==> src/sv/aspect_circle_rasterizer_macros.svh <==
// Assertion macros for the aspect circle rasterizer.
// Used by acr_scaler and the top-level RTL; relies on clk and rst in the using module.
`ifndef ASPECT_CIRCLE_RASTERIZER_MACROS_SVH
`define ASPECT_CIRCLE_RASTERIZER_MACROS_SVH

`ifndef SYNTH
// same-cycle implication
`define ACR_ASSERT_IMP(lbl, ante, cons) \
  lbl: assert property (@(posedge clk) disable iff (rst) (ante) |-> (cons)) \
    else $error("acr assertion failed");
// next-cycle implication
`define ACR_ASSERT_NXT(lbl, ante, cons) \
  lbl: assert property (@(posedge clk) disable iff (rst) (ante) |=> (cons)) \
    else $error("acr assertion failed");
`else
`define ACR_ASSERT_IMP(lbl, ante, cons)
`define ACR_ASSERT_NXT(lbl, ante, cons)
`endif

`endif

==> src/sv/acr_pkg.sv <==
// Shared types and constants for the aspect circle rasterizer.
// No dependencies; used by the interfaces and all RTL modules.
`timescale 1ns / 1ps

package acr_pkg;

  localparam int COORD_BITS_DEF = 8;   // default coordinate width
  localparam int FIELD_W        = 8;   // width of coordinate/radius fields
  localparam int CFG_W          = 8;   // width of aspect registers
  localparam int COLOR_W        = 4;
  localparam int POINT_W        = 10;  // signed output coordinate width
  localparam int PT_IDX_W       = 3;   // up to eight points per transaction
  localparam int CFG_IDX_W      = 1;

  // operation codes
  localparam logic OP_START = 1'b0;
  localparam logic OP_STEP  = 1'b1;

  // configuration register indexes
  localparam logic [CFG_IDX_W-1:0] CFG_ASPECT_MULT = 1'b0;
  localparam logic [CFG_IDX_W-1:0] CFG_ASPECT_DIV  = 1'b1;

  // index of last point for each operation
  localparam logic [PT_IDX_W-1:0] START_LAST_IDX = 3'd3;
  localparam logic [PT_IDX_W-1:0] STEP_LAST_IDX  = 3'd7;

  // midpoint recurrence constants
  localparam int INCR_STEP  = 2;
  localparam int DECIS_INIT = 1;

  typedef struct packed {
    logic busy;
    logic done;
  } scl_stat_t;

  typedef struct packed {
    logic                load;
    logic                start_mode;
    logic [PT_IDX_W-1:0] idx;
    logic                last;
    logic                done;
  } pt_ctrl_t;

endpackage

==> src/sv/acr_ifs.sv <==
// Channel interfaces of the aspect circle rasterizer: item, point, config.
// Depends on acr_pkg for field widths.
`timescale 1ns / 1ps

interface acr_item_if;
  logic                         valid;
  logic                         ready;
  logic                         operation;
  logic [acr_pkg::FIELD_W-1:0]  center_x;
  logic [acr_pkg::FIELD_W-1:0]  center_y;
  logic [acr_pkg::FIELD_W-1:0]  radius;
  logic [acr_pkg::COLOR_W-1:0]  color;

  modport source (output valid, operation, center_x, center_y, radius, color,
                  input ready);
  modport sink   (input valid, operation, center_x, center_y, radius, color,
                  output ready);
endinterface

interface acr_point_if;
  logic                               valid;
  logic                               ready;
  logic signed [acr_pkg::POINT_W-1:0] point_x;
  logic signed [acr_pkg::POINT_W-1:0] point_y;
  logic [acr_pkg::COLOR_W-1:0]        point_color;
  logic                               last_of_run;
  logic                               circle_done;

  modport source (output valid, point_x, point_y, point_color, last_of_run, circle_done,
                  input ready);
  modport sink   (input valid, point_x, point_y, point_color, last_of_run, circle_done,
                  output ready);
endinterface

interface acr_cfg_if;
  logic                          valid;
  logic                          ready;
  logic [acr_pkg::CFG_IDX_W-1:0] index;
  logic [acr_pkg::CFG_W-1:0]     data;

  modport source (output valid, index, data, input ready);
  modport sink   (input valid, index, data, output ready);
endinterface

==> src/sv/acr_scaler.sv <==
// Shared aspect scaler: off * mult / div, one multiply then one quotient bit a cycle.
// Depends on acr_pkg and the assertion macro header.
`timescale 1ns / 1ps
`include "aspect_circle_rasterizer_macros.svh"

module acr_scaler #(
  parameter int COORD_BITS = acr_pkg::COORD_BITS_DEF
) (
  input  logic                        clk,
  input  logic                        rst,
  input  logic                        start,
  input  logic [COORD_BITS-1:0]       operand,
  input  logic [acr_pkg::CFG_W-1:0]   mult,
  input  logic [acr_pkg::CFG_W-1:0]   div,
  output acr_pkg::scl_stat_t          stat,
  output logic [COORD_BITS-1:0]       result
);

  localparam int PW = COORD_BITS + acr_pkg::CFG_W;
  localparam int CW = $clog2(COORD_BITS + 1);
  localparam int RW = acr_pkg::CFG_W;

  typedef enum logic [2:0] {
    PH_IDLE = 3'b001,
    PH_MUL  = 3'b010,
    PH_DIV  = 3'b100
  } phase_t;

  phase_t                phase;
  logic [COORD_BITS-1:0] opnd;
  logic [RW-1:0]         rem;
  logic [COORD_BITS-1:0] low;
  logic [CW-1:0]         cnt;
  logic                  done;
  logic                  enable;
  logic [RW:0]           trial;
  logic                  qbit;
  logic [RW-1:0]         rem_next;
  logic [PW-1:0]         prod;

  // scaling only when 0 < mult < div; quotient then never exceeds the operand
  assign enable = (mult != '0) && (div > mult);
  assign prod   = PW'(opnd) * PW'(mult);

  assign trial    = {rem, low[COORD_BITS-1]};
  assign qbit     = trial >= {1'b0, div};
  assign rem_next = qbit ? RW'(trial - {1'b0, div}) : trial[RW-1:0];

  always_ff @(posedge clk) begin
    if (rst) begin
      phase <= PH_IDLE;
      done  <= 1'b0;
      cnt   <= '0;
    end else begin
      // result is ready after the bypass multiply cycle or the last quotient bit
      done <= ((phase == PH_MUL) && !enable) ||
              ((phase == PH_DIV) && (cnt == CW'(COORD_BITS - 1)));
      case (phase)
        PH_IDLE: begin
          if (start) begin
            opnd  <= operand;
            phase <= PH_MUL;
          end
        end
        PH_MUL: begin
          if (enable) begin
            // high part of product is below mult, hence below div
            rem   <= prod[PW-1:COORD_BITS];
            low   <= prod[COORD_BITS-1:0];
            cnt   <= '0;
            phase <= PH_DIV;
          end else begin
            result <= opnd;
            phase  <= PH_IDLE;
          end
        end
        PH_DIV: begin
          rem <= rem_next;
          low <= {low[COORD_BITS-2:0], qbit};
          cnt <= cnt + CW'(1);
          if (cnt == CW'(COORD_BITS - 1)) begin
            result <= {low[COORD_BITS-2:0], qbit};
            phase  <= PH_IDLE;
          end
        end
        default: phase <= PH_IDLE;
      endcase
    end
  end

  assign stat.busy = (phase != PH_IDLE);
  assign stat.done = done;

  `ACR_ASSERT_IMP(a_rem_below_div, phase == PH_DIV, rem < div)
  `ACR_ASSERT_IMP(a_start_when_idle, start, phase == PH_IDLE)
  `ACR_ASSERT_NXT(a_done_then_idle, phase == PH_DIV && cnt == CW'(COORD_BITS - 1),
                  done && phase == PH_IDLE)

endmodule

==> src/sv/acr_point_out.sv <==
// Point former and output register: builds one mirrored point per load.
// Depends on acr_pkg and acr_ifs.
`timescale 1ns / 1ps

module acr_point_out #(
  parameter int COORD_BITS = acr_pkg::COORD_BITS_DEF
) (
  input  logic                          clk,
  input  logic                          rst,
  input  acr_pkg::pt_ctrl_t             ctrl,
  input  logic [COORD_BITS-1:0]         cx,
  input  logic [COORD_BITS-1:0]         cy,
  input  logic [COORD_BITS-1:0]         hx,
  input  logic [COORD_BITS-1:0]         hy,
  input  logic [COORD_BITS-1:0]         vx,
  input  logic [COORD_BITS-1:0]         vy,
  input  logic [acr_pkg::COLOR_W-1:0]   color,
  output logic                          free,
  acr_point_if.source                   point
);

  localparam int SW = (COORD_BITS + 2 > acr_pkg::POINT_W) ? COORD_BITS + 2 : acr_pkg::POINT_W;

  logic                  valid;
  logic [COORD_BITS-1:0] h;
  logic [COORD_BITS-1:0] v;
  logic                  h_neg;
  logic                  v_neg;
  logic [SW-1:0]         px;
  logic [SW-1:0]         py;

  // start: axis points (0,+r) (0,-r) (+h,0) (-h,0)
  // step:  idx[2] picks octant pair, idx[0] horizontal sign, idx[1] vertical sign
  always_comb begin
    if (ctrl.start_mode) begin
      h     = ctrl.idx[1] ? hy : '0;
      v     = ctrl.idx[1] ? '0 : vy;
      v_neg = ctrl.idx[0];
    end else begin
      h     = ctrl.idx[2] ? hy : hx;
      v     = ctrl.idx[2] ? vx : vy;
      v_neg = ctrl.idx[1];
    end
    h_neg = ctrl.idx[0];
    px = h_neg ? SW'(cx) - SW'(h) : SW'(cx) + SW'(h);
    py = v_neg ? SW'(cy) - SW'(v) : SW'(cy) + SW'(v);
  end

  assign free = !valid || point.ready;

  always_ff @(posedge clk) begin
    if (rst) begin
      valid <= 1'b0;
    end else if (ctrl.load) begin
      valid <= 1'b1;
    end else if (point.ready) begin
      valid <= 1'b0;
    end
  end

  always_ff @(posedge clk) begin
    if (ctrl.load) begin
      point.point_x     <= px[acr_pkg::POINT_W-1:0];
      point.point_y     <= py[acr_pkg::POINT_W-1:0];
      point.point_color <= color;
      point.last_of_run <= ctrl.last;
      point.circle_done <= ctrl.done;
    end
  end

  assign point.valid = valid;

endmodule

==> src/sv/aspect_circle_rasterizer.sv <==
// Top level of the aspect circle rasterizer: sequencer, octant state, config.
// Depends on acr_pkg, acr_ifs, acr_scaler, acr_point_out and the macro header.
`timescale 1ns / 1ps
`include "aspect_circle_rasterizer_macros.svh"

// Midpoint circle rasterizer with horizontal aspect compression. A start
// transaction (operation 0) latches centre, radius and colour and yields four
// axis points: bottom, top, right, left. Each step transaction (operation 1)
// advances the octant by one and yields eight mirrored points; the last point
// of a transaction has last_of_run set, and circle_done marks the point after
// which no more steps remain (also a zero-radius start). A step with no circle
// in progress is accepted and yields nothing. Horizontal offsets are scaled by
// off*aspect_mult/aspect_div (truncated) when 0 < aspect_mult < aspect_div.
// One transaction at a time: item.ready is high only when idle. The cost
// is set by the single shared scaler, which per offset goes through launch,
// multiply, one quotient bit per cycle and hand-off, or through launch,
// multiply and hand-off with no quotient bits when scaling is off. A start
// needs one scaling, a step two, and then each point is loaded into the
// output register when it is free. Output stalls hold the point stream and,
// as item.ready waits for idle, also the intake of the next transaction.
// No clipping is done; coordinates wrap to 10 bits. Config writes are always
// accepted and should only happen while idle.

module aspect_circle_rasterizer #(
  parameter int COORD_BITS = acr_pkg::COORD_BITS_DEF
) (
  input  logic        clk,
  input  logic        rst,
  acr_cfg_if.sink     cfg,
  acr_item_if.sink    item,
  acr_point_if.source point
);

  localparam int DW = COORD_BITS + 4;  // decision term and increments, signed

  typedef enum logic [3:0] {
    ST_IDLE    = 4'b0001,
    ST_SCALE_H = 4'b0010,
    ST_SCALE_V = 4'b0100,
    ST_EMIT    = 4'b1000
  } state_t;

  state_t state;

  // config registers
  logic [acr_pkg::CFG_W-1:0] aspect_mult;
  logic [acr_pkg::CFG_W-1:0] aspect_div;

  // held circle and octant state
  logic [COORD_BITS-1:0]       held_center_x;
  logic [COORD_BITS-1:0]       held_center_y;
  logic [acr_pkg::COLOR_W-1:0] held_color;
  logic [COORD_BITS-1:0]       step_x;
  logic [COORD_BITS-1:0]       step_y;
  logic signed [DW-1:0]        decision_term;
  logic signed [DW-1:0]        incr_x;
  logic signed [DW-1:0]        incr_y;
  logic                        active;

  // sequencer bookkeeping
  logic                          start_mode;
  logic                          fin;
  logic [acr_pkg::PT_IDX_W-1:0]  idx;
  logic                          scl_go;
  logic                          scl_go_next;
  logic [COORD_BITS-1:0]         hx;
  logic [COORD_BITS-1:0]         hy;

  // octant update
  logic                  y_dec;
  logic [COORD_BITS-1:0] step_x_next;
  logic [COORD_BITS-1:0] step_y_next;
  logic signed [DW-1:0]  incr_x_next;
  logic signed [DW-1:0]  incr_y_next;
  logic signed [DW-1:0]  decision_mid;
  logic signed [DW-1:0]  decision_next;
  logic                  done_next;

  logic [COORD_BITS-1:0] in_cx;
  logic [COORD_BITS-1:0] in_cy;
  logic [COORD_BITS-1:0] in_r;
  logic                  item_take;

  acr_pkg::scl_stat_t    scl_stat;
  logic [COORD_BITS-1:0] scl_result;
  logic [COORD_BITS-1:0] scl_operand;
  acr_pkg::pt_ctrl_t     pt_ctrl;
  logic                  pt_free;
  logic [acr_pkg::PT_IDX_W-1:0] last_idx;

  // ---------------- config port ----------------
  assign cfg.ready = 1'b1;

  always_ff @(posedge clk) begin
    if (rst) begin
      aspect_mult <= '0;
      aspect_div  <= '0;
    end else if (cfg.valid && cfg.ready) begin
      case (cfg.index)
        acr_pkg::CFG_ASPECT_MULT: aspect_mult <= cfg.data;
        acr_pkg::CFG_ASPECT_DIV:  aspect_div  <= cfg.data;
        default: ;
      endcase
    end
  end

  // ---------------- item intake ----------------
  assign item.ready = (state == ST_IDLE);
  assign item_take  = item.valid && item.ready;

  // fields taken modulo 2^COORD_BITS
  assign in_cx = COORD_BITS'(item.center_x);
  assign in_cy = COORD_BITS'(item.center_y);
  assign in_r  = COORD_BITS'(item.radius);

  // one midpoint step: y moves first when decision is non-negative
  always_comb begin
    y_dec         = !decision_term[DW-1];
    step_x_next   = step_x + COORD_BITS'(1);
    step_y_next   = y_dec ? step_y - COORD_BITS'(1) : step_y;
    incr_x_next   = incr_x + DW'(acr_pkg::INCR_STEP);
    incr_y_next   = y_dec ? incr_y + DW'(acr_pkg::INCR_STEP) : incr_y;
    decision_mid  = y_dec ? decision_term + incr_y_next : decision_term;
    decision_next = decision_mid + incr_x_next;
    done_next     = (step_x_next >= step_y_next);
  end

  // ---------------- sequencer ----------------
  assign last_idx = start_mode ? acr_pkg::START_LAST_IDX : acr_pkg::STEP_LAST_IDX;

  // scaler launch: on a start or a live step, and again after the first offset
  assign scl_go_next = (state == ST_IDLE && item_take &&
                        (item.operation == acr_pkg::OP_START || active)) ||
                       (state == ST_SCALE_H && scl_stat.done);

  always_ff @(posedge clk) begin
    if (rst) begin
      state         <= ST_IDLE;
      held_center_x <= '0;
      held_center_y <= '0;
      held_color    <= '0;
      step_x        <= '0;
      step_y        <= '0;
      decision_term <= '0;
      incr_x        <= DW'(1);
      incr_y        <= '0;
      active        <= 1'b0;
      start_mode    <= 1'b0;
      fin           <= 1'b0;
      idx           <= '0;
      scl_go        <= 1'b0;
    end else begin
      scl_go <= scl_go_next;
      case (state)
        ST_IDLE: begin
          if (item_take) begin
            if (item.operation == acr_pkg::OP_START) begin
              held_center_x <= in_cx;
              held_center_y <= in_cy;
              held_color    <= item.color;
              step_x        <= '0;
              step_y        <= in_r;
              decision_term <= DW'(acr_pkg::DECIS_INIT) - DW'(in_r);
              incr_x        <= DW'(1);
              incr_y        <= DW'(0) - (DW'(in_r) << 1);
              active        <= (in_r != '0);
              fin           <= (in_r == '0);
              start_mode    <= 1'b1;
              state         <= ST_SCALE_V;
            end else if (active) begin
              step_x        <= step_x_next;
              step_y        <= step_y_next;
              decision_term <= decision_next;
              incr_x        <= incr_x_next;
              incr_y        <= incr_y_next;
              active        <= !done_next;
              fin           <= done_next;
              start_mode    <= 1'b0;
              state         <= ST_SCALE_H;
            end
          end
        end
        ST_SCALE_H: begin
          if (scl_stat.done) begin
            state <= ST_SCALE_V;
          end
        end
        ST_SCALE_V: begin
          if (scl_stat.done) begin
            idx   <= '0;
            state <= ST_EMIT;
          end
        end
        ST_EMIT: begin
          if (pt_free) begin
            idx <= idx + acr_pkg::PT_IDX_W'(1);
            if (idx == last_idx) begin
              state <= ST_IDLE;
            end
          end
        end
        default: state <= ST_IDLE;
      endcase
    end
  end

  // scaled offsets: hx from step_x, hy from step_y (radius on start)
  always_ff @(posedge clk) begin
    if (scl_stat.done && state == ST_SCALE_H) begin
      hx <= scl_result;
    end
    if (scl_stat.done && state == ST_SCALE_V) begin
      hy <= scl_result;
    end
  end

  // ---------------- shared scaler ----------------
  assign scl_operand = (state == ST_SCALE_H) ? step_x : step_y;

  acr_scaler #(
    .COORD_BITS (COORD_BITS)
  ) u_scaler (
    .clk     (clk),
    .rst     (rst),
    .start   (scl_go),
    .operand (scl_operand),
    .mult    (aspect_mult),
    .div     (aspect_div),
    .stat    (scl_stat),
    .result  (scl_result)
  );

  // ---------------- point output ----------------
  assign pt_ctrl.load       = (state == ST_EMIT) && pt_free;
  assign pt_ctrl.start_mode = start_mode;
  assign pt_ctrl.idx        = idx;
  assign pt_ctrl.last       = (idx == last_idx);
  assign pt_ctrl.done       = (idx == last_idx) && fin;

  acr_point_out #(
    .COORD_BITS (COORD_BITS)
  ) u_point_out (
    .clk   (clk),
    .rst   (rst),
    .ctrl  (pt_ctrl),
    .cx    (held_center_x),
    .cy    (held_center_y),
    .hx    (hx),
    .hy    (hy),
    .vx    (step_x),
    .vy    (step_y),
    .color (held_color),
    .free  (pt_free),
    .point (point)
  );

  `ACR_ASSERT_NXT(a_last_load_idle, pt_ctrl.load && pt_ctrl.last, state == ST_IDLE)
  `ACR_ASSERT_IMP(a_done_inactive, pt_ctrl.load && pt_ctrl.done, !active)
  `ACR_ASSERT_IMP(a_scaler_owned, scl_stat.done, state == ST_SCALE_H || state == ST_SCALE_V)
  `ACR_ASSERT_IMP(a_scaler_idle, state == ST_IDLE, !scl_stat.busy)

endmodule

==> src/flat_wrapper.sv <==
// flat-port wrapper written by rule: the top's interface ports become plain ports
module aspect_circle_rasterizer_flat 
#(
  parameter int COORD_BITS = acr_pkg::COORD_BITS_DEF
)
  (clk, rst, cfg_valid, cfg_index, cfg_data, cfg_ready, item_valid, item_operation, item_center_x, item_center_y, item_radius, item_color, item_ready, point_valid, point_point_x, point_point_y, point_point_color, point_last_of_run, point_circle_done, point_ready);
  acr_cfg_if cfg_i ();
  acr_item_if item_i ();
  acr_point_if point_i ();
  input  logic clk;
  input  logic rst;
  input wire logic [$bits(cfg_i.valid)-1:0] cfg_valid;
  input wire logic [$bits(cfg_i.index)-1:0] cfg_index;
  input wire logic [$bits(cfg_i.data)-1:0] cfg_data;
  output wire logic [$bits(cfg_i.ready)-1:0] cfg_ready;
  input wire logic [$bits(item_i.valid)-1:0] item_valid;
  input wire logic [$bits(item_i.operation)-1:0] item_operation;
  input wire logic [$bits(item_i.center_x)-1:0] item_center_x;
  input wire logic [$bits(item_i.center_y)-1:0] item_center_y;
  input wire logic [$bits(item_i.radius)-1:0] item_radius;
  input wire logic [$bits(item_i.color)-1:0] item_color;
  output wire logic [$bits(item_i.ready)-1:0] item_ready;
  output wire logic [$bits(point_i.valid)-1:0] point_valid;
  output wire logic [$bits(point_i.point_x)-1:0] point_point_x;
  output wire logic [$bits(point_i.point_y)-1:0] point_point_y;
  output wire logic [$bits(point_i.point_color)-1:0] point_point_color;
  output wire logic [$bits(point_i.last_of_run)-1:0] point_last_of_run;
  output wire logic [$bits(point_i.circle_done)-1:0] point_circle_done;
  input wire logic [$bits(point_i.ready)-1:0] point_ready;
  assign cfg_i.valid = cfg_valid;
  assign cfg_i.index = cfg_index;
  assign cfg_i.data = cfg_data;
  assign cfg_ready = cfg_i.ready;
  assign item_i.valid = item_valid;
  assign item_i.operation = item_operation;
  assign item_i.center_x = item_center_x;
  assign item_i.center_y = item_center_y;
  assign item_i.radius = item_radius;
  assign item_i.color = item_color;
  assign item_ready = item_i.ready;
  assign point_valid = point_i.valid;
  assign point_point_x = point_i.point_x;
  assign point_point_y = point_i.point_y;
  assign point_point_color = point_i.point_color;
  assign point_last_of_run = point_i.last_of_run;
  assign point_circle_done = point_i.circle_done;
  assign point_i.ready = point_ready;
  aspect_circle_rasterizer #(.COORD_BITS(COORD_BITS)) u_core (.clk(clk), .rst(rst), .cfg(cfg_i), .item(item_i), .point(point_i));
endmodule
==> config.mk <==
export PLATFORM = sky130hd
export DESIGN_NAME = aspect_circle_rasterizer_flat
export DESIGN_NICKNAME = d
export VERILOG_FILES = /design/src/sv/acr_pkg.sv /design/src/sv/acr_ifs.sv /design/src/sv/acr_scaler.sv /design/src/sv/acr_point_out.sv /design/src/sv/aspect_circle_rasterizer.sv /design/src/flat_wrapper.sv
export VERILOG_INCLUDE_DIRS = /design/src /design/src/sv
export SDC_FILE = /design/constraint.sdc
export NUM_CORES = 1
export LEC_CHECK = 0
export ABC_AREA = 1
export BUFFER_PORTS_ARGS = -buffer_cell sky130_fd_sc_hd__buf_2
export CAP_MARGIN = 20
export CORE_UTILIZATION = 40
export DETAILED_ROUTE_END_ITERATION = 6
export PLACE_DENSITY_LB_ADDON = 0.12
export SYNTH_ARGS = -nofsm -noshare
export SYNTH_HDL_FRONTEND = slang
export SYNTH_SLANG_ARGS = --single-unit
==> constraint.sdc <==
create_clock -name clk -period 11.3 [get_ports clk]
set_input_delay 2.825 -clock clk [delete_from_list [all_inputs] [get_ports clk]]
set_output_delay 2.825 -clock clk [all_outputs]
set_load 0.1 [all_outputs]
## Word level (Yosys, flattened, before mapping)

Index checks and enable logic that the tools add are counted.
Widths: inputs -> output; s select.

| storage, ports and cells | value |
|---|---|
| flip-flop bits (word level) | 182 |
| bits in latches | 0 |
| memory bits (writable) | 0 |
| memory bits (read-only) | 0 |
| input port bits | 43 |
| output and inout port bits | 29 |
| memories | 0 |

| operators by class | value |
|---|---|
| add/sub/neg operators | 15 |
| multipliers | 1 |
| divide/modulo/power cells | 0 |
| $lt $le $gt $ge | 3 |
| eq/ne operators | 20 |
| shift-type cells | 0 |
| muxes and demuxes | 57 |
| bitwise logic cells | 3 |
| reduce and logical (&&, ||, !) cells | 35 |

Operators with widths:

| cell | number |
|---|---|
| $mux 8 | 17 |
| $mux 12 | 8 |
| $pmux 8 s2 | 3 |
| $mux 4 | 8 |
| $add 12x12->12 | 2 |
| $add 12x3->12 const B | 2 |
| $mux 10 | 2 |
| $add 8x8->9 | 2 |
| $mux 3 | 6 |
| $sub 8x8->9 | 2 |
| $mul 8x8->16 | 1 |
| $pmux 4 s4 | 1 |
| $reduce_bool 8->1 | 2 |
| $reduce_and 3->1 | 5 |
| $ne 2x2->1 const B | 6 |
| $logic_and 1x1->1 | 10 |
| $reduce_and 2->1 | 5 |
| $sub 1x9->10 const A | 1 |
| $ge 9x8->1 | 1 |
| $mux 1 | 9 |
| $pmux 3 s3 | 1 |
| $sub 1x8->9 const A | 1 |
| $add 8x1->8 const B | 1 |
| $eq 4x3->1 const B | 2 |
| 24 further kinds | 36 |

## Depth between registers and ports, before layout

Gate-level depths: netlist of run 1.

| logic depth | value |
|---|---|
| word-level depth | 7 |
| depth in mapped cells | 26 |
| mapped depth without buffers | 25 |

## Hierarchy

Synthesis of run 1 repeated with hierarchy kept, for this count alone.

| unflattened totals | value |
|---|---|
| cell total of the unflattened synthesis | 1883 |
| area, all modules | 13825.8 µm² |

By module, submodules not included:

| module | instances | cells an instance | area an instance (µm²) | sequential area each (µm²) |
|---|---|---|---|---|
| aspect_circle_rasterizer | 1 | 920 | 6583.8 | 2442.3 |
| acr_scaler | 1 | 615 | 4636.9 | 1121.1 |
| acr_point_out | 1 | 348 | 2605.0 | 800.8 |

## Worst setup path after synthesis of run 1

OpenSTA, ideal clock, no wires.

| path | value |
|---|---|
| path kind | input -> register |
| start point | input port rst |
| end point | register u_core.u_scaler.opnd[0], enable pin |
| library setup time | 0.395 ns |
| arrival time | 4.067 ns |
| slack | 6.838 ns |
| cell stages on the path | 3 |
| path through | clkbuf_1 clkbuf_1 nor4_1 |

| between the ends | value |
|---|---|
| longest elaborated chain between the ends | 2 |

Ends and longest elaborated chain:

| item | RTL line | source |
|---|---|---|
| from (decl) | flat_wrapper.sv:11 | `input logic rst;` |
| $not 1->1 (no source line) | -- |  |
| $reduce_and 3->1 (no source line) | -- |  |
| to (signal assigned) | acr_scaler.sv:61 | `opnd <= operand;` |
| to (decl) | acr_scaler.sv:30 | `logic [COORD_BITS-1:0] opnd;` |

No other way between the ends.
A chain may end at the register's enable or synchronous reset.

## Final worst setup path of run 1

| path | value |
|---|---|
| start point | input port item_operation |
| end point | register u_core.decision_term[1] |

| between the ends | value |
|---|---|
| longest elaborated chain between the ends | 2 |
| elaborated cells between the ends (all ways) | 3 |
| those cells by class | eq/ne: 1; mux: 1; reduce/logical: 1 |

Ends and longest elaborated chain:

| item | RTL line | source |
|---|---|---|
| from (decl) | flat_wrapper.sv:17 | `input wire logic [$bits(item_i.operation)-1:0] item_operation;` |
| $ne 2x1->1 (no source line) | -- |  |
| $reduce_and 3->1 (no source line) | -- |  |
| to (signal assigned) | aspect_circle_rasterizer.sv:163 | `decision_term <= DW'(acr_pkg::DECIS_INIT) - DW'(in_r);` |
| to (signal assigned) | aspect_circle_rasterizer.sv:173 | `decision_term <= decision_next;` |
| to (decl) | aspect_circle_rasterizer.sv:55 | `logic signed [DW-1:0] decision_term;` |

Parallel ways exist; a longest one is shown, timed or not.

==> summary.md, run 1 <==
| Metric | Value |
|---|---|
| P per Cell Area | `approximately 180 nW/um2` |
| Crit path kind | `primary input to flop` |
| Post-Synthesis Cells | `1,719` |
| Die height | `~180 um` |
| Lkg Pwr | `about 6.9 nW` |
| Post-synth EDFFs | `between 70 and 80` |
| Fmax | `around 190 MHz` |
| Initial DRC Count | `slightly below 600` |
| Root Buffer | `clkbuf_16` |
| Prevailing post-synth register cell | `dfxtp_1` |
| Resize count post-CTS | `0` |
| Most common cell after layout, fill and taps aside | `nand2_1` |
| Max-cap violations | `0` |
| Final #Nets | `about 2,000` |
| Most Used Layer, Global Route | `met2` |
| Die Area | `about 34,000 um2` |
| Clock share of power | `0.242` |
| Seq pwr share | `0.349` |
| CTS tree | `yes` |
| #FFs+latches synth | `~180` |
| Syn Std Cell Area | `13,130 um2` |
| Outcome | `finished, final reports clean` |
| Drt pass-1 iters | `5` |
| Initial core utilization | `0.4117` |
| Met3 Use GR | `0.02303` |
| Layout Skew | `between 15 and 20 ps` |
| Slew Limit Fails | `0` |
| Area grow syn2layout | `9.704%` |
| Data arrival, critical path | `between 5000 and 6000 ps` |
| Net Sw Frac | `0.4174` |
| Tightest Hold Check Type | `flop to flop` |
| Number of hold-repair buffers added at the cts stage | `0` |
| Total congestion overflow | `0` |
| Max IR drop VDD | `roughly 90 uV` |
| Reg clk slew, reported paths | `70 ps` |
| Num Clock Sinks | `around 180` |
| Clock latency on the worst-skew pair | `440 ps` |
| Post-CTS setup buffers | `0` |
| Setup TNS | `0 ps` |
| Die X | `183.2 um` |
| Port Buf Inserts | `70` |
| Data required time of the worst path | `approximately 12,000 ps` |
| I/O pin total | `roughly 70` |
| Num CTS Buffers | `17` |
| Post-synth top area cell | `edfxtp_1` |
| Total number of vias | `roughly 11,000` |
| Met2 usage | `0.3305` |
| Sw power | `1.053 mW` |
| All-layer global routing usage | `0.1996` |
| Post-layout min period | `5307 ps` |
| Total Power | `2.522 mW` |
| Synthesized net count | `a little under 2,000` |
| CP max FO | `slightly below 50` |
| Combinational Power Share | `0.410` |
| Synth top area cells | `edfxtp_1 17%, dfxtp_1 16%, ha_1 12%` |
| Post-synthesis sequential area ratio | `0.3325` |
| Routed length per instance | `between 10 and 15 um` |
| Num rows | `65` |
| Vias in the first global route | `10,550` |
| Syn_area_per_cell | `~7.6 um2` |
| Commonest cells after routing, fill and taps aside | `348 x nand2_1, 286 x inv_1, 159 x a21oi_1` |
| DRT Wirelength | `between 30,000 and 40,000 um` |
| Share of cells above drive strength 1 | `0.07365` |
| HPWL after DPL | `24,360 um` |
| Yosys warnings | `0` |
| Initial antenna violation count | `0` |
| Setup violators final | `0` |
| Pin count of the biggest net entering global routing | `51` |
| Async SR Flop Fraction | `0` |
| DRC errors left | `0` |
| CP Launch Type | `primary input` |
| RSZ-0062 raised after global routing | `no` |
| Core ar. | `about 32,000 um2` |
| Clock Path Buffers | `2` |
| GRT met1 Usage | `0.2789` |
| Critical Path End Type | `flop` |
| Ant. Diodes | `0` |
| Routability Congestion | `0.8250` |
| Max-slew headroom | `0.3690` |
| Period utilisation layout | `0.4697` |
| Slew @ Worst Pin | `between 900 and 1000 ps` |
| Synth top area share | `0.1693` |
| First-pass GRT wire length | `between 50,000 and 60,000 um` |
| Unique cell type count in the Yosys netlist | `54` |
| Final Hold Viols | `0` |
| P_int | `~1.5 mW` |
| Vias/cell | `just under 5` |
| Remaining antenna violation count | `0` |
| H-tree depth | `4` |
layer usage:
| layer | part of all wire | vias to the layer above |
|---|---|---|
| met3 | 0.031 | 23 |
| met1 | 0.50 | 5053 |
| met2 | 0.46 | 174 |
| met4 | 0.0086 | 0 |
| met5 | 0 | - |
| li1 | - | 5662 |
Yosys cell counts, types with 3 or more instances:
master,count
inv_1,287
a31oi_1,18
buf_2,8
inv_2,7
a21o_1,3
nand4_1,15
a21oi_1,159
a22oi_1,7
o211ai_1,12
buf_4,7
nor2_1,126
nand3_1,38
edfxtp_1,74
o22ai_1,10
o21ai_0,138
fa_1,43
a211oi_1,4
a221oi_1,7
ha_1,123
clkbuf_1,48
nor3_1,16
dfxtp_1,107
nor4_1,4
xnor2_1,10
nand2_1,348
o21bai_1,10
o21ai_1,3
o31ai_1,7
or2_2,3
xor2_1,43
area by class of cell:
cell class / instances / area, um2
Clock buffer: 18 / 429.2
Clock inverter: 14 / 167.7
Fill cell: 3243 / 17480
Inverter: 296 / 1111
Multi-Input combinational cell: 1177 / 7366
Sequential cell: 181 / 4364
Tap cell: 435 / 544.3
Timing Repair Buffer: 79 / 417.9
kinds of logic (layout without fill, tap and decap cells):
logic type,Yosys count,count (layout),synth area share
adder cells (fa/ha/maj),166,166,0.1828
XOR/XNOR,53,53,0.03536
flip-flops,181,181,0.3325
AO/OA/AOI/OAI,388,388,0.1634
other,2,2,0.0005721
AND/OR/NAND/NOR,566,566,0.1773
multiplexers,2,2,0.001525
buffers and inverters,361,407,0.1066
path summary, 6_finish.rpt:
kind                    startpoint                                       to  slack [ps]  cells after the start
max reg2reg  u_core.aspect_mult[7]                   u_core.u_scaler.rem[4]        6570                     15
min reg2reg   u_core.held_color[0]  u_core.u_point_out.point.point_color[0]         430                      0
min           u_core.held_color[0]  u_core.u_point_out.point.point_color[0]         430                      0
max                 item_operation                  u_core.decision_term[1]        5990                      9
worst max-delay path, cell delays in order:
cell	delay [ps]
buf_2	260
inv_2	410
o21ai_2	130
nor2_4	510
inv_2	540
nor2_8	510
inv_2	110
or2_0	210
a31oi_1	110
sequential cells by signal, indices dropped and copies added, names as in the netlist, 8 cells and up:
name,flops
u_core.aspect_div,8
u_core.aspect_mult,8
u_core.decision_term,12
u_core.held_center_x,8
u_core.held_center_y,8
u_core.hx,8
u_core.hy,8
u_core.incr_x,12
u_core.incr_y,11
u_core.step_x,8
u_core.step_y,8
u_core.u_point_out.point.point_x,10
u_core.u_point_out.point.point_y,10
u_core.u_scaler.low,8
u_core.u_scaler.opnd,8
u_core.u_scaler.rem,8
u_core.u_scaler.result,8
power groups by stage:
stage,clock (mW),combinational [mW],sequential (mW)
floorplan,0,0.775,0.901
global placement,0,1.02,0.893
detailed placement,0,1.03,0.893
CTS,0.624,1.04,0.879
global route,0.648,1.18,0.892
finish,0.609,1.03,0.880
per-stage QoR:
step / instance area [um2] / hold slack (ps) / cells / setup slack (ps) / util
2_1_floorplan: 13130 / 403.0 / 1719 / 6838 / -
3_3_place_gp: 13800 / 407.1 / 2168 / 5577 / 0.4330
3_5_place_dp: 13800 / 409.6 / 2168 / 5500 / 0.4330
4_1_cts: 14400 / 428.3 / 2200 / 5947 / 0.4517
5_1_grt: 14400 / 442.2 / 2200 / 5694 / 0.4517
6_report: 14400 / 427.6 / 2200 / 5993 / 0.4517
(Power assumes the default switching activity.)
==> inputs of run 2 (changes only) <==
Clock period 11.3 ns to 4.75 ns, I/O delays scaled along.
==> run 2 against run 1 <==
Register-to-register slack lost 6300 ps. First-iteration DRC count is 9.7% lower. Core utilization grew 0.43 points. Non-clock buffer count rose by 16. Die area unchanged. Final area is 0.96% higher. Final cell count increased by 0.73%. Largest power group unchanged. Global-route usage rose by 0.55 points. Hold slack better by 2.3 ps. Highest routed layer unchanged. Critical path type is now flop to flop. Clock-buffer cell count down 1. Sequential share of layout area shrank 0.29 points.
==> summary.md, run 2 (synthesis results as in run 1) <==
| Metric | Value |
|---|---|
| Fmax | `around 220 MHz` |
| Max-slew headroom | `0.3841` |
| Vias/cell | `between 4 and 5` |
| Ant. Diodes | `0` |
| Drt pass-1 iters | `5` |
| I/O pin total | `72` |
| Tightest Hold Check Type | `flop to flop` |
| All-layer global routing usage | `0.2052` |
| P per Cell Area | `about 420 nW/um2` |
| Largest registers | `u_core.decision_term (12), u_core.incr_x (12), u_core.incr_y (11)` |
| Setup TNS | `0 ps` |
| Root Buffer | `clkbuf_16` |
| Clock Path Buffers | `2` |
| Slew Limit Fails | `0` |
| Total number of vias | `~11,000` |
| Routability Congestion | `0.8299` |
| CTS tree | `yes` |
| Commonest cells after routing, fill and taps aside | `348 x nand2_1, 286 x inv_1, 158 x a21oi_1` |
| Crit path kind | `flop to flop` |
| Worst hold margin | `429.9 ps` |
| Die X | `between 150 and 200 um` |
| Remaining antenna violation count | `0` |
| Num Clock Sinks | `about 180` |
| DRT Wirelength | `~33,000 um` |
| Max-cap violations | `0` |
| Share of cells above drive strength 1 | `0.08310` |
| Final Hold Viols | `0` |
| Initial antenna violation count | `1` |
| RSZ-0062 raised after global routing | `no` |
| Reg clk slew, reported paths | `approximately 80 ps` |
| Period utilisation layout | `0.9380` |
| HPWL after DPL | `around 25,000 um` |
| Post-layout min period | `4455 ps` |
| Initial core utilization | `0.4117` |
| Data arrival, critical path | `around 4700 ps` |
| First-pass GRT wire length | `around 54,000 um` |
| Initial DRC Count | `528` |
| CP Launch Type | `flop` |
| Max IR drop VDD | `~350 uV` |
| Placed Cells incl. Taps | `~2,200` |
| Area grow syn2layout | `10.75%` |
| Slew @ Worst Pin | `918.2 ps` |
| Routed length per instance | `between 10 and 15 um` |
| Lkg Pwr | `6.983 nW` |
| Critical Path End Type | `flop` |
| Data required time of the worst path | `about 5000 ps` |
| DRC errors left | `0` |
| Die Area | `33,540 um2` |
| Pin count of the biggest net entering global routing | `50` |
| Setup violators final | `0` |
| Most common cell after layout, fill and taps aside | `nand2_1` |
| Num CTS Buffers | `17` |
| Outcome | `finished, final reports clean` |
| Vias in the first global route | `10,630` |
| Total Power | `6.055 mW` |
| Die height | `183.2 um` |
| H-tree depth | `4` |
| Final #Nets | `1,977` |
| Post-route insts no fill | `between 2,000 and 2,500` |
| Clock latency on the worst-skew pair | `around 450 ps` |
| Final Worst Setup Slack | `roughly 300 ps` |
| Core ar. | `around 32,000 um2` |
| Num rows | `65` |
| Number of hold-repair buffers added at the cts stage | `0` |
| Layout Skew | `roughly 13 ps` |
| Total congestion overflow | `0` |
| Post-placement worst setup slack | `between 100 and 150 ps` |
| Port Buf Inserts | `70` |
| CP max FO | `7` |
run 2: area by class of cell:
class | count | area (um2)
Sequential cell | 181 | 4364
Clock buffer | 17 | 425.4
Fill cell | 3268 | 17340
Inverter | 296 | 1111
Multi-Input combinational cell | 1177 | 7373
Tap cell | 435 | 544.3
Timing Repair Buffer | 95 | 538.0
Clock inverter | 15 | 181.4
run 2: what timing repair did:
item / CTS / global route
buffers inserted: 0 / 6
setup endpoints to repair: 0 / 4
gates resized for setup: 0 / 5
run 2: per-layer routing:
| layer | part of all wire | wire, um | track usage | up-vias |
|---|---|---|---|---|
| met3 | 0.033 | 1094 | 0.02840 | 24 |
| met1 | 0.48 | 15750 | 0.2711 | 5125 |
| met4 | 0.013 | 414 | 0.05633 | 0 |
| li1 | - | - | - | 5705 |
| met5 | 0 | 0 | 0 | - |
| met2 | 0.48 | 15660 | 0.3495 | 188 |
run 2: final timing paths:
| path | from | endpoint | slack [ps] | cells after the start |
|---|---|---|---|---|
| worst max-delay path | u_core.u_scaler.opnd[3] | u_core.u_scaler.rem[5] | 290 | 22 |
| worst min-delay path | u_core.held_color[3] | u_core.u_point_out.point.point_color[3] | 430 | 0 |
| worst min register to register | u_core.held_color[3] | u_core.u_point_out.point.point_color[3] | 430 | 0 |
| worst max register to register | u_core.u_scaler.opnd[3] | u_core.u_scaler.rem[5] | 290 | 22 |
run 2: power breakdown:
group | internal, mW | total [mW] | switching (mW)
clock network | 0.717 | 1.46 | 0.745
registers | 1.87 | 2.04 | 0.174
logic | 0.872 | 2.55 | 1.68
run 2: critical path: stages (launching register included):
cell and delay (ps):
edfxtp_1 400, buf_4 180, nand2_1 60, inv_1 60, fa_1 530, inv_1 50, fa_1 500, inv_1 70
fa_1 540, inv_1 50, fa_1 530, inv_1 40, ha_1 350, nand2_1 120, inv_1 60, a21boi_2 160
o21ai_1 100, inv_1 80, nor2_1 50, nor2_1 90, nand2_1 60, nand3_1 80, nand2_1 60
run 2: per-stage QoR:
step           area [um2]    util
2_1_floorplan       13130       -
3_3_place_gp        13880  0.4353
3_5_place_dp        13880  0.4353
4_1_cts             14490  0.4544
5_1_grt             14540  0.4560
6_report            14540  0.4560
